## config.mk

```make
export PLATFORM = sky130hd
export DESIGN_NAME = bbc_outq
export DESIGN_NICKNAME = d
export VERILOG_FILES = /design/src/rtl/bbc_pkg.sv /design/src/rtl/bbc_outq.sv
export SDC_FILE = /design/constraint.sdc
export NUM_CORES = 2
export LEC_CHECK = 0
export BUFFER_PORTS_ARGS = -buffer_cell sky130_fd_sc_hd__buf_2
export CAP_MARGIN = 20
export CORE_UTILIZATION = 45
export CTS_BUF_LIST = sky130_fd_sc_hd__clkbuf_8
export DETAILED_ROUTE_END_ITERATION = 6
export MAX_ROUTING_LAYER = met4
export PLACE_DENSITY = 0.63
export SYNTH_ARGS = -nofsm -noshare
export SYNTH_HDL_FRONTEND = slang
export SYNTH_MEMORY_MAX_BITS = 65536
export SYNTH_SLANG_ARGS = --single-unit
```

## constraint.sdc

```tcl
create_clock -name clock -period 17.8 [get_ports clock]
set_clock_uncertainty 0.05 [all_clocks]
set_input_delay 3.56 -clock clock [delete_from_list [all_inputs] [get_ports clock]]
set_output_delay 3.56 -clock clock [all_outputs]
set_load 0.05 [all_outputs]
```

## src/rtl/bbc_pkg.sv

```systemverilog
// Package for the byte-budget LRU write-back cache directory.
// Holds sizes, codes, request/record types and the sequencer state type.
// No dependencies.
package bbc_pkg;

   localparam int ENTRIES  = 16;
   localparam int IDX_W    = $clog2(ENTRIES);
   localparam int CNT_W    = $clog2(ENTRIES + 1);
   localparam int MAX_REC  = ENTRIES + 1;
   localparam int OQ_AW    = $clog2(MAX_REC);
   localparam int OQ_DEPTH = 2 ** OQ_AW;

   typedef enum logic [1:0] {
      OP_GET    = 2'd0,
      OP_PUT    = 2'd1,
      OP_DELETE = 2'd2,
      OP_SYNC   = 2'd3
   } op_type;

   localparam logic [1:0] KIND_EVICT_CLEAN = 2'd0;
   localparam logic [1:0] KIND_EVICT_DIRTY = 2'd1;
   localparam logic [1:0] KIND_SYNC        = 2'd2;
   localparam logic [1:0] KIND_FINAL       = 2'd3;

   localparam logic [3:0] ST_HIT           = 4'd0;
   localparam logic [3:0] ST_MISS_FILLED   = 4'd1;
   localparam logic [3:0] ST_GET_BYPASS    = 4'd2;
   localparam logic [3:0] ST_PUT_CACHED    = 4'd3;
   localparam logic [3:0] ST_PUT_BYPASS    = 4'd4;
   localparam logic [3:0] ST_DEL_DIRTY     = 4'd5;
   localparam logic [3:0] ST_DEL_CLEAN     = 4'd6;
   localparam logic [3:0] ST_DEL_ABSENT    = 4'd7;
   localparam logic [3:0] ST_SYNC_DONE     = 4'd8;

   typedef struct packed {
      op_type      op;
      logic [63:0] key;
      logic [31:0] length;
   } req_type;

   typedef struct packed {
      logic [1:0]  kind;
      logic [63:0] key;
      logic [31:0] length;
      logic [3:0]  status;
      logic        last;
   } rec_type;

   typedef struct packed {
      logic        valid;
      logic        commit;
      rec_type     rec;
      logic [31:0] total;
   } rec_wr_type;

   typedef enum logic [2:0] {
      S_IDLE,
      S_LOOKUP,
      S_EVICT,
      S_INSERT,
      S_SYNC,
      S_FINAL
   } state_type;

endpackage

```

## src/rtl/bbc_outq.sv

```systemverilog
// Result queue: records become visible only once their request is committed.
// Depends on bbc_pkg.
module bbc_outq (
   input  logic                clock,
   input  logic                reset,
   input  bbc_pkg::rec_wr_type wr,
   output logic                room,
   output logic                empty,
   input  logic                pop,
   output bbc_pkg::rec_type    head,
   output logic [31:0]         head_total
);
   import bbc_pkg::*;

   rec_type          rec_mem [OQ_DEPTH];
   logic [31:0]      tot_mem [OQ_DEPTH];
   logic [OQ_AW:0]   wp_ff, cp_ff, rp_ff, used;
   logic [OQ_AW-1:0] tw_ff, tr_ff;
   logic             do_pop;

   assign empty      = (rp_ff == cp_ff);
   assign head       = rec_mem[rp_ff[OQ_AW-1:0]];
   assign head_total = tot_mem[tr_ff];
   assign used       = wp_ff - rp_ff;
   assign room       = used <= (OQ_AW + 1)'(OQ_DEPTH - MAX_REC);
   assign do_pop     = pop && !empty;

   always_ff @(posedge clock) begin
      if (reset) begin
         wp_ff <= '0;
         cp_ff <= '0;
         rp_ff <= '0;
         tw_ff <= '0;
         tr_ff <= '0;
      end else begin
         if (wr.valid) begin
            wp_ff <= wp_ff + (OQ_AW + 1)'(1);
            if (wr.commit) begin
               cp_ff <= wp_ff + (OQ_AW + 1)'(1);
               tw_ff <= tw_ff + OQ_AW'(1);
            end
         end
         if (do_pop) begin
            rp_ff <= rp_ff + (OQ_AW + 1)'(1);
            if (head.last) tr_ff <= tr_ff + OQ_AW'(1);
         end
      end
   end

   always_ff @(posedge clock) begin
      if (wr.valid) rec_mem[wp_ff[OQ_AW-1:0]] <= wr.rec;
      if (wr.valid && wr.commit) tot_mem[tw_ff] <= wr.total;
   end

endmodule
```

==> metrics.md <==
| Metric | Value |
|---|---|
| Status | complete, but fails checks |
| Failing checks | antenna rules |
| Fmax | 0.102 GHz |
| Total GRT Usage | 0.224 |
| Logic pwr share | 0.106 |
| Mapped Cells | 6487 |
| Mean Syn Cell Area | 25.5 um2 |
| Crit path launch type | flop |
| Depth of the CTS H-tree | 6 |
| Post-route cell area | 186000 um2 |
| HP Class | flop to flop |
| Core Area | 366000 um2 |
| Hold_buf cts | 0 |
| Post-synth EDFFs | 4320 |
| Drt initial violations | 8411 |
| Cell Area, Synth | 165000 um2 |
| Dpl cells | 11400 |
| Seq pwr share | 0.532 |
| Setup WS post-layout | 8000 ps |
| Least-Margin Pin Slew | 1150 ps |
| Final setup vio count | 0 |
| CP endpoint kind | primary output |
| Worst Hold Margin | 475 ps |
| Setup bufs post-CTS | 0 |
| Hold Vio Cnt, Final | 0 |
| Post-layout nets | 7459 |
| Switch share | 0.241 |
| Critical path peak fanout | 113 |
| Area leader, netlist | edfxtp_1 |
| Post-CTS resize count | 0 |
| Reg clk slew, reported paths | 60 ps |
| Largest net degree at the start of global routing | 156 |
| Fillers | 28300 |
| Routability cong. | 0.746 |
| Top cell type's share of synthesized area | 0.785 |
| Vias after detailed routing | 75500 |
| CTS max path bufs | 4 |
| Chip Width | 608 um |
| 1st-pass router iterations | 5 |
| Ys Warns | 0 |
| Synth Flop Type | edfxtp_1 |
| First-pass GRT wire length | 576000 um |
| DP Area | 173000 um2 |
| PwrDens | 115 nW/um2 |
| Area delta synth->final | 12.4% |
| #FFs+latches synth | 4358 |
| Distinct cells, synth | 42 |
| Post-Place Setup Slack | 8900 ps |
| DR vias/cell | 5.94 |
| Clock share of power | 0.362 |
| Sw power | 5.17 mW |
| Grt ovf | 0 |
| Seq/Total Area, Yosys | 0.789 |
| Wire length per cell | 32.0 um |
| Clk sinks | 4358 |
| Clock tree root buffer cell | clkbuf_8 |
| Vias in the first global route | 78300 |
| Starting Density | 0.452 |
| P_int | 16.3 mW |
| Tmin final | 9800 ps |
| Clk_lat worst skew | 1190 ps |
| Die Y | 608 um |
| Total Wirelength | 406000 um |
| Worst vdd ir | 0.0866 mV |
| TritonCTS clock tree | done |
| Synth top cells by count | edfxtp_1, mux4_2, clkbuf_1 |
| Period utilization | 0.551 |
| Async SR Flop Fraction | 0 |
| Worst Path Arrival | 6190 ps |
| Initial antenna violation count | 78 |
| Max_slew headroom | 0.235 |
| Leakage Power | 56.9 nW |
| Register area | 131000 um2 |
| Critical path class | flop to primary output |
| I/O pins | 277 |
| Number of CTS-inserted buffers | 694 |
| Remaining DRCs | 0 |
| Max Cap Viol | 0 |
| Full die area | 370000 um2 |
| Unrepaired setup endpoints after global routing | no |
| Worst Path Required | 14190 ps |
| Share of layout cells above drive strength 1 | 0.360 |
| Most instantiated library cell after synthesis | edfxtp_1 |
| Multi-input logic area | 33700 um2 |
| Setup_tns | 0 ps |
| Final cell count without fillers | 12700 |
| Area contributors post-synth | edfxtp_1, mux4_2, mux2_2, dfxtp_1, clkbuf_1 |
| Placement Rows | 222 |
| Routed Antenna Nets | 1 |
| Detail Placement HPWL | 200000 um |
| Fin. max-slew vios | 0 |
| Port bufs | 276 |
| Syn_nets | 6643 |
## logic make-up (layout without fill, tap and decap cells)
family          after synthesis  in the layout  share of synthesized area
other cells                   0             53                          0
flops                      4358           4358                      0.789
xor+xnor                     23             23                    0.00122
mux                        1456           1456                      0.191
simple gates                264            264                    0.00660
compound gates               27             27                    0.00114
fa+ha+maj                    16             16                    0.00126
buf+inv                     343           1687                    0.00922
## state kept, by name (all words and copies together) (netlist names), named ones only
| name | cells |
|---|---|
| tot_mem | 1024 |
| cp_ff | 6 |
| rp_ff | 6 |
| tr_ff | 5 |
| rec_mem | 3296 |
| wp_ff | 6 |
| tw_ff | 5 |
## routing by layer
| layer | track usage | up-vias | wire (um) |
|---|---|---|---|
| li1 | - | 30100 | - |
| met1 | 0.289 | 41500 | 159000 |
| met2 | 0.371 | 3260 | 208000 |
| met3 | 0.0375 | 697 | 29300 |
| met4 | 0.0611 | 0 | 10000 |
| met5 | - | - | 0 |
## worst max-delay path: stages, from the launching register on
cell	delay (ps)
dfxtp_4	860
buf_12	650
buf_12	720
buf_4	880
mux4_2	630
mux4_2	480
mux2_2	320
buf_2	220
## final timing paths
| kind | from | endpoint | slack [ps] | cells past startpoint |
|---|---|---|---|---|
| setup / recovery | flop | head[86] | 8000 | 7 |
| setup reg to reg | flop | flop | 13460 | 8 |
| hold reg to reg | cp_ff[3] | cp_ff[3] | 470 | 2 |
| hold / removal | cp_ff[3] | cp_ff[3] | 470 | 2 |
## through the flow
stage,total power [mW],utilization
after floorplan,13.3,-
after global placement,13.9,0.474
after detailed placement,13.9,0.474
after CTS,21.7,0.508
after global routing,22.2,0.508
final,21.4,0.508
## cell type report
class                   instances  share of cell area
flip-flops and latches       4358               0.703
multi-input cells            1786               0.182
clock buffers                 705              0.0522
well taps                    4816              0.0324
repair buffers                453              0.0155
clock inverters               519              0.0145
diodes                         53            0.000714
inverters                      10            0.000243
## power by group through the flow
stage	clock network [mW]	registers (mW)	logic, mW
3_5_place_dp	0	11.6	2.32
5_1_grt	8.34	11.4	2.42
3_3_place_gp	0	11.6	2.29
6_report	7.75	11.4	2.28
2_1_floorplan	0	11.6	1.75
4_1_cts	7.94	11.4	2.33
## cells in the final DEF (no fill, tap or decap), drive strengths merged, types with 2 or more instances in the layout
cell type,instances
a211oi,4
a21oi,5
and3,2
buf,453
bufinv,11
clkbuf,705
clkinv,234
clkinvlp,11
dfxtp,38
diode,53
edfxtp,4320
ha,15
inv,273
mux2,101
mux2i,6
mux4,1349
nand2,130
nand2b,3
nand3,7
nand3b,5
nand4,7
nor2,96
nor2b,3
o211ai,3
o21a,3
o21ai,5
or3,4
or3b,3
xnor2,14
xor2,9
Note: power is estimated with default switching activity, not from simulation.
