<file path="src/rtl/bbc_pkg.sv">
// Package for the byte-budget LRU write-back cache directory.
// Holds sizes, codes, request/record types and the sequencer state type.
// No dependencies.
package bbc_pkg;

   localparam int ENTRIES  = 16;
   localparam int IDX_W    = $clog2(ENTRIES);
   localparam int CNT_W    = $clog2(ENTRIES + 1);
   localparam int MAX_REC  = ENTRIES + 1;
   localparam int OQ_AW    = $clog2(MAX_REC);
   localparam int OQ_DEPTH = 2 ** OQ_AW;

   typedef enum logic [1:0] {
      OP_GET    = 2'd0,
      OP_PUT    = 2'd1,
      OP_DELETE = 2'd2,
      OP_SYNC   = 2'd3
   } op_type;

   localparam logic [1:0] KIND_EVICT_CLEAN = 2'd0;
   localparam logic [1:0] KIND_EVICT_DIRTY = 2'd1;
   localparam logic [1:0] KIND_SYNC        = 2'd2;
   localparam logic [1:0] KIND_FINAL       = 2'd3;

   localparam logic [3:0] ST_HIT           = 4'd0;
   localparam logic [3:0] ST_MISS_FILLED   = 4'd1;
   localparam logic [3:0] ST_GET_BYPASS    = 4'd2;
   localparam logic [3:0] ST_PUT_CACHED    = 4'd3;
   localparam logic [3:0] ST_PUT_BYPASS    = 4'd4;
   localparam logic [3:0] ST_DEL_DIRTY     = 4'd5;
   localparam logic [3:0] ST_DEL_CLEAN     = 4'd6;
   localparam logic [3:0] ST_DEL_ABSENT    = 4'd7;
   localparam logic [3:0] ST_SYNC_DONE     = 4'd8;

   typedef struct packed {
      op_type      op;
      logic [63:0] key;
      logic [31:0] length;
   } req_type;

   typedef struct packed {
      logic [1:0]  kind;
      logic [63:0] key;
      logic [31:0] length;
      logic [3:0]  status;
      logic        last;
   } rec_type;

   typedef struct packed {
      logic        valid;
      logic        commit;
      rec_type     rec;
      logic [31:0] total;
   } rec_wr_type;

   typedef enum logic [2:0] {
      S_IDLE,
      S_LOOKUP,
      S_EVICT,
      S_INSERT,
      S_SYNC,
      S_FINAL
   } state_type;

endpackage

</file>
<file path="src/rtl/bbc_front.sv">
// Front end: two-entry request queue that decodes the operation code.
// Depends on bbc_pkg.
module bbc_front (
   input  logic            clock,
   input  logic            reset,
   input  logic            push,
   output logic            full,
   input  logic [1:0]      req_operation,
   input  logic [63:0]     req_key,
   input  logic [31:0]     req_length,
   input  logic            deq,
   output logic            head_valid,
   output bbc_pkg::req_type head
);
   import bbc_pkg::*;

   req_type    slot_ff [2];
   logic       wp_ff, wp_in, rp_ff, rp_in;
   logic [1:0] cnt_ff, cnt_in;
   logic       do_push, do_pop;

   assign full       = (cnt_ff == 2'd2);
   assign head_valid = (cnt_ff != 2'd0);
   assign head       = slot_ff[rp_ff];
   assign do_push    = push && !full;
   assign do_pop     = deq && head_valid;

   always_comb begin
      wp_in  = wp_ff ^ do_push;
      rp_in  = rp_ff ^ do_pop;
      cnt_in = cnt_ff + {1'b0, do_push} - {1'b0, do_pop};
   end

   always_ff @(posedge clock) begin
      if (reset) begin
         wp_ff  <= 1'b0;
         rp_ff  <= 1'b0;
         cnt_ff <= 2'd0;
      end else begin
         wp_ff  <= wp_in;
         rp_ff  <= rp_in;
         cnt_ff <= cnt_in;
      end
   end

   // decode the raw code into the operation type on the way in
   always_ff @(posedge clock) begin
      if (do_push) begin
         slot_ff[wp_ff] <= '{op: op_type'(req_operation), key: req_key, length: req_length};
      end
   end

endmodule

</file>
<file path="config.mk">
export PLATFORM = sky130hd
export DESIGN_NAME = bbc_front
export DESIGN_NICKNAME = d
export VERILOG_FILES = /design/src/rtl/bbc_pkg.sv /design/src/rtl/bbc_front.sv
export SDC_FILE = /design/constraint.sdc
export NUM_CORES = 1
export LEC_CHECK = 0
export ABC_AREA = 1
export BUFFER_PORTS_ARGS = -buffer_cell sky130_fd_sc_hd__clkbuf_2
export CAP_MARGIN = 40
export CORE_UTILIZATION = 57
export DETAILED_ROUTE_END_ITERATION = 7
export PLACE_DENSITY = 0.85
export REMOVE_ABC_BUFFERS = 1
export SLEW_MARGIN = 20
export SYNTH_ARGS = -nofsm -noshare
export SYNTH_HDL_FRONTEND = slang
export SYNTH_SLANG_ARGS = --single-unit
</file>
<file path="constraint.sdc">
create_clock -name clock -period 6.3 [get_ports clock]
set_clock_uncertainty 0.05 [all_clocks]
set_input_delay 1.26 -clock clock [delete_from_list [all_inputs] [get_ports clock]]
set_output_delay 1.26 -clock clock [all_outputs]
set_load 0.02 [all_outputs]
</file>
==> tab_implementation.tex <==
\begin{tabular}{lr}
\hline
Metric & Value \\
\hline
\multicolumn{2}{l}{\textbf{Outcome}} \\
\quad Result of the run & complete, no violations \\
\multicolumn{2}{l}{\textbf{Power and ir drop}} \\
\quad Sequential Power Share & 45.9\% \\
\quad Leakage Power & 3.780 nW \\
\quad Switching fraction of total power & 30.00\% \\
\quad Share of power burned in the clock network & 24.2\% \\
\quad Maximum vdd drop & 0.3364 mV \\
\quad Net switching power figure & 1.193 mW \\
\quad Internal power of the cells & 2.783 mW \\
\quad Power share of the combinational group & 29.9\% \\
\quad Power density over cell area & 423.0 nW/µm² \\
\multicolumn{2}{l}{\textbf{Flow run}} \\
\quad Max-cap viol count & 0 \\
\multicolumn{2}{l}{\textbf{Detailed routing}} \\
\quad Detailed-routing iteration count for the pre-antenna-repair pass & 4 \\
\quad Number of design rule violations left after detail routing & 0 \\
\quad Total number of vias & 3829 \\
\quad Iteration-0 DRC count of the detailed router & 308 \\
\quad Average wire per standard cell & 18.18 µm \\
\quad Average vias per placed instance & between 5 and 6 \\
\quad Antenna viol nets, final & 0 \\
\quad Routed wire length & roughly 13000 µm \\
\multicolumn{2}{l}{\textbf{Clock network}} \\
\quad CTS buffer count & 17 \\
\quad Maximum clock insertion buffer count & 2 \\
\quad Number of gates given a new drive strength after cts & 0 \\
\quad Root Driver & sky130\_fd\_sc\_hd\_\_clkbuf\_16 \\
\quad TritonCTS clock tree & built \\
\quad H-tree Lvls & 4 \\
\quad Number of buffers inserted by post-CTS setup repair & 0 \\
\quad Clock-pin slew of the registers on the worst-case setup and hold paths & 60 ps \\
\quad Clock insertion delay at the later pin of the skew report & between 400 and 500 ps \\
\quad Total clock sinks & 200 \\
\quad Post-CTS Hold Buffers & 0 \\
\multicolumn{2}{l}{\textbf{Die}} \\
\quad Overall die area & 14160 µm² \\
\quad Width of the die & 119.0 µm \\
\quad Initial standard-cell utilization of the core & between 50 and 60\% \\
\quad Core Box Area & between 10000 and 15000 µm² \\
\quad Placement row count & 42 \\
\quad Height of the chip & 119.0 µm \\
\quad \# IOs & 202 \\
\multicolumn{2}{l}{\textbf{Critical path}} \\
\quad Worst Path Required & 4990 ps \\
\quad Largest driver fanout on the critical path & 37 \\
\quad CP top delay family & buffers and inverters \\
\quad Critical-path cell with the highest stage delay & sky130\_fd\_sc\_hd\_\_dfxtp\_4 \\
\quad Critical path data arrival time & 2460 ps \\
\quad CP startpoint kind & register \\
\quad Kind of capture point of the worst setup path & output port \\
\quad Setup Crit Path Kind & register to output port \\
\quad Number of buffers and inverters on the critical path & 2 \\
\quad Crit path largest cell delay & 770 ps \\
\quad Cell chain of the critical path & buf\_4 -> mux2\_4 -> clkbuf\_2 \\
\multicolumn{2}{l}{\textbf{STA}} \\
\quad Hold\_ws & 602.5 ps \\
\quad RSZ-0062 raised after global routing & false \\
\quad Fin crit period & 3765 ps \\
\quad Summed negative setup slack over all endpoints & 0 ps \\
\quad Final setup violation count & 0 \\
\quad Fin. max-slew vios & 0 \\
\quad Final cycle utilization of the critical path & approximately 60\% \\
\quad Max Clock Freq & 0.2656 GHz \\
\quad Hold violation total from the final report & 0 \\
\quad Relative slew slack & 50.01\% \\
\quad Transition time at the pin with the least slew margin & 749.9 ps \\
\multicolumn{2}{l}{\textbf{Synth}} \\
\quad Synthesized-area fraction occupied by and/or/nand/nor cells & less than 1\% \\
\quad Post-synthesis average cell area & 22.96 µm² \\
\quad Post-synth cell types & 12 \\
\quad Proportion of synthesized chip area in sequential cells & 76.43\% \\
\quad Top area cells in the synthesized netlist & sky130\_fd\_sc\_hd\_\_edfxtp\_1 (75\%), sky130\_fd\_sc\_hd\_\_mux2\_4 (19\%), sky130\_fd\_sc\_hd\_\_buf\_12 (2.6\%), sky130\_fd\_sc\_hd\_\_dfxtp\_1 (1.0\%), sky130\_fd\_sc\_hd\_\_ha\_1 (0.64\%) \\
\quad Synthesized-area fraction occupied by xor and xnor cells & 0\% \\
\quad Area fraction in compound gates after synthesis & 0.1282\% \\
\quad Area share of the leading cell type in the synthesized netlist & 75.41\% \\
\quad Yosys reg bits & 200 \\
\quad Combinational family with the most area after synthesis & multiplexers \\
\quad Area share of fa/ha/maj cells after synthesis & 0.6412\% \\
\quad Post-Synthesis Cells & 340 \\
\quad Cell accounting for the most synthesized area & sky130\_fd\_sc\_hd\_\_edfxtp\_1 \\
\quad Share of synthesized area spent on multiplexers & 18.85\% \\
\quad Count of warnings emitted by yosys & 0 \\
\quad Cell area after synthesis & roughly 8000 µm² \\
\multicolumn{2}{l}{\textbf{Placement}} \\
\quad Number of buffers added on ports & around 200 \\
\quad Total placed cells including tap cells & 710 \\
\quad Post-DP HPWL & 9090 µm \\
\quad Final weighted congestion in routability-driven placement & 0.7587 \\
\multicolumn{2}{l}{\textbf{Global routing}} \\
\quad Largest net degree at the start of global routing & 56 \\
\quad Vias in the first global route & 3881 \\
\quad First-pass GRT wire length & around 20000 µm \\
\quad All-layer global routing usage & 19.61\% \\
\quad Remaining Overflow, GRT & 0 \\
\quad Antenna violations before repair & 0 \\
\multicolumn{2}{l}{\textbf{Finish}} \\
\quad Area grow syn2layout & 20.42\% \\
\quad Count of placed standard cells in the final layout, fillers left out & 741 \\
\quad Filler Cell Count & 846 \\
\quad Most frequent cells in the layout & sky130\_fd\_sc\_hd\_\_clkbuf\_2 (201), sky130\_fd\_sc\_hd\_\_edfxtp\_1 (196), sky130\_fd\_sc\_hd\_\_mux2\_4 (98), sky130\_fd\_sc\_hd\_\_clkbuf\_16 (17), sky130\_fd\_sc\_hd\_\_inv\_1 (10) \\
\quad Layout cells sized above 1 & 58.41\% \\
\quad Diode insertion count for antenna repair & 0 \\
\quad Most common cell after layout, fill and taps aside & sky130\_fd\_sc\_hd\_\_clkbuf\_2 \\
\quad Final-stage net count & 659 \\
\multicolumn{2}{l}{\textbf{Worst hold path}} \\
\quad Class of the worst hold path & register to register \\
\hline
\end{tabular}
[sequential cells by signal (all words and copies together) (netlist names)]
| register | cells |
|---|---|
| slot_ff | 196 |
| cnt_ff | 2 |
| rp_ff | 1 |
| wp_ff | 1 |
[worst register-to-register path, delay by kind of cell (launching register included)]
kind / cells / cell delay, ps
compound gates: 1 / 130
buf+inv: 3 / 1030
fa+ha+maj: 1 / 570
flops: 1 / 320
[power groups by stage]
stage | Combinational, mW | Clock [mW] | Sequential [mW]
after floorplan | 0.873 | 0 | 1.90
after global placement | 1.18 | 0 | 1.84
after detailed placement | 1.20 | 0 | 1.85
after CTS | 1.21 | 0.987 | 1.83
after global routing | 1.26 | 1.04 | 1.84
final | 1.19 | 0.963 | 1.82
[cell usage after synthesis, drive strengths merged]
cell type and count:
inv 10, a21oi 1, nand3 2, mux2 98, edfxtp 196, buf 11, dfxtp 4, nand2 5
ha 4, nor2 8, o21ai 1
[metal layers]
layer	part of all wire [%]	vias up	wire length, µm	GRT usage, %
met2	51	158	6885	31.61
li1	-	1749	-	-
met5	0	-	0	0
met4	1.1	0	144	8.149
met3	7.4	14	998	6.849
met1	40	1908	5445	24.16
[per-stage QoR]
stage / utilization [%] / power [mW] / instance area (µm²) / worst slack (ps)
after detailed placement: 66.78 / 3.057 / 8879 / 2886
after global routing: 70.69 / 4.139 / 9399 / 2423
final: 70.69 / 3.975 / 9399 / 2535
after CTS: 70.69 / 4.020 / 9399 / 2490
after global placement: 66.78 / 3.015 / 8879 / 2957
after floorplan: - / 2.769 / 7594 / 633.0
[worst paths after layout]
| path | start | end | slack, ps | cells past startpoint |
|---|---|---|---|---|
| min reg2reg | cnt_ff[1] | cnt_ff[1] | 600 | 3 |
| min | cnt_ff[1] | cnt_ff[1] | 600 | 3 |
| max | rp_ff | head[92] | 2530 | 3 |
| max reg2reg | cnt_ff[1] | slot_ff[1][86] | 3780 | 5 |
[cells by family (layout without fill, tap and decap cells)]
kind of cell	count (synthesis)	count (layout)
buffers and inverters	21	246
adder cells (fa/ha/maj)	4	4
AO/OA/AOI/OAI	2	2
flip-flops	200	200
AND/OR/NAND/NOR	15	15
multiplexers	98	98
[cell type report]
| cell class | count | area [µm²] | area share [%] |
|---|---|---|---|
| clock buffer | 20 | 436.7 | 4.646 |
| clock inverter | 11 | 83.83 | 0.8919 |
| inverter | 10 | 37.54 | 0.3994 |
| multi-input combinational | 119 | 1615 | 17.19 |
| sequential | 200 | 5969 | 63.51 |
| tap | 176 | 220.2 | 2.343 |
| timing repair buffer | 205 | 1036 | 11.02 |
Power figures use the tool's default switching activity.
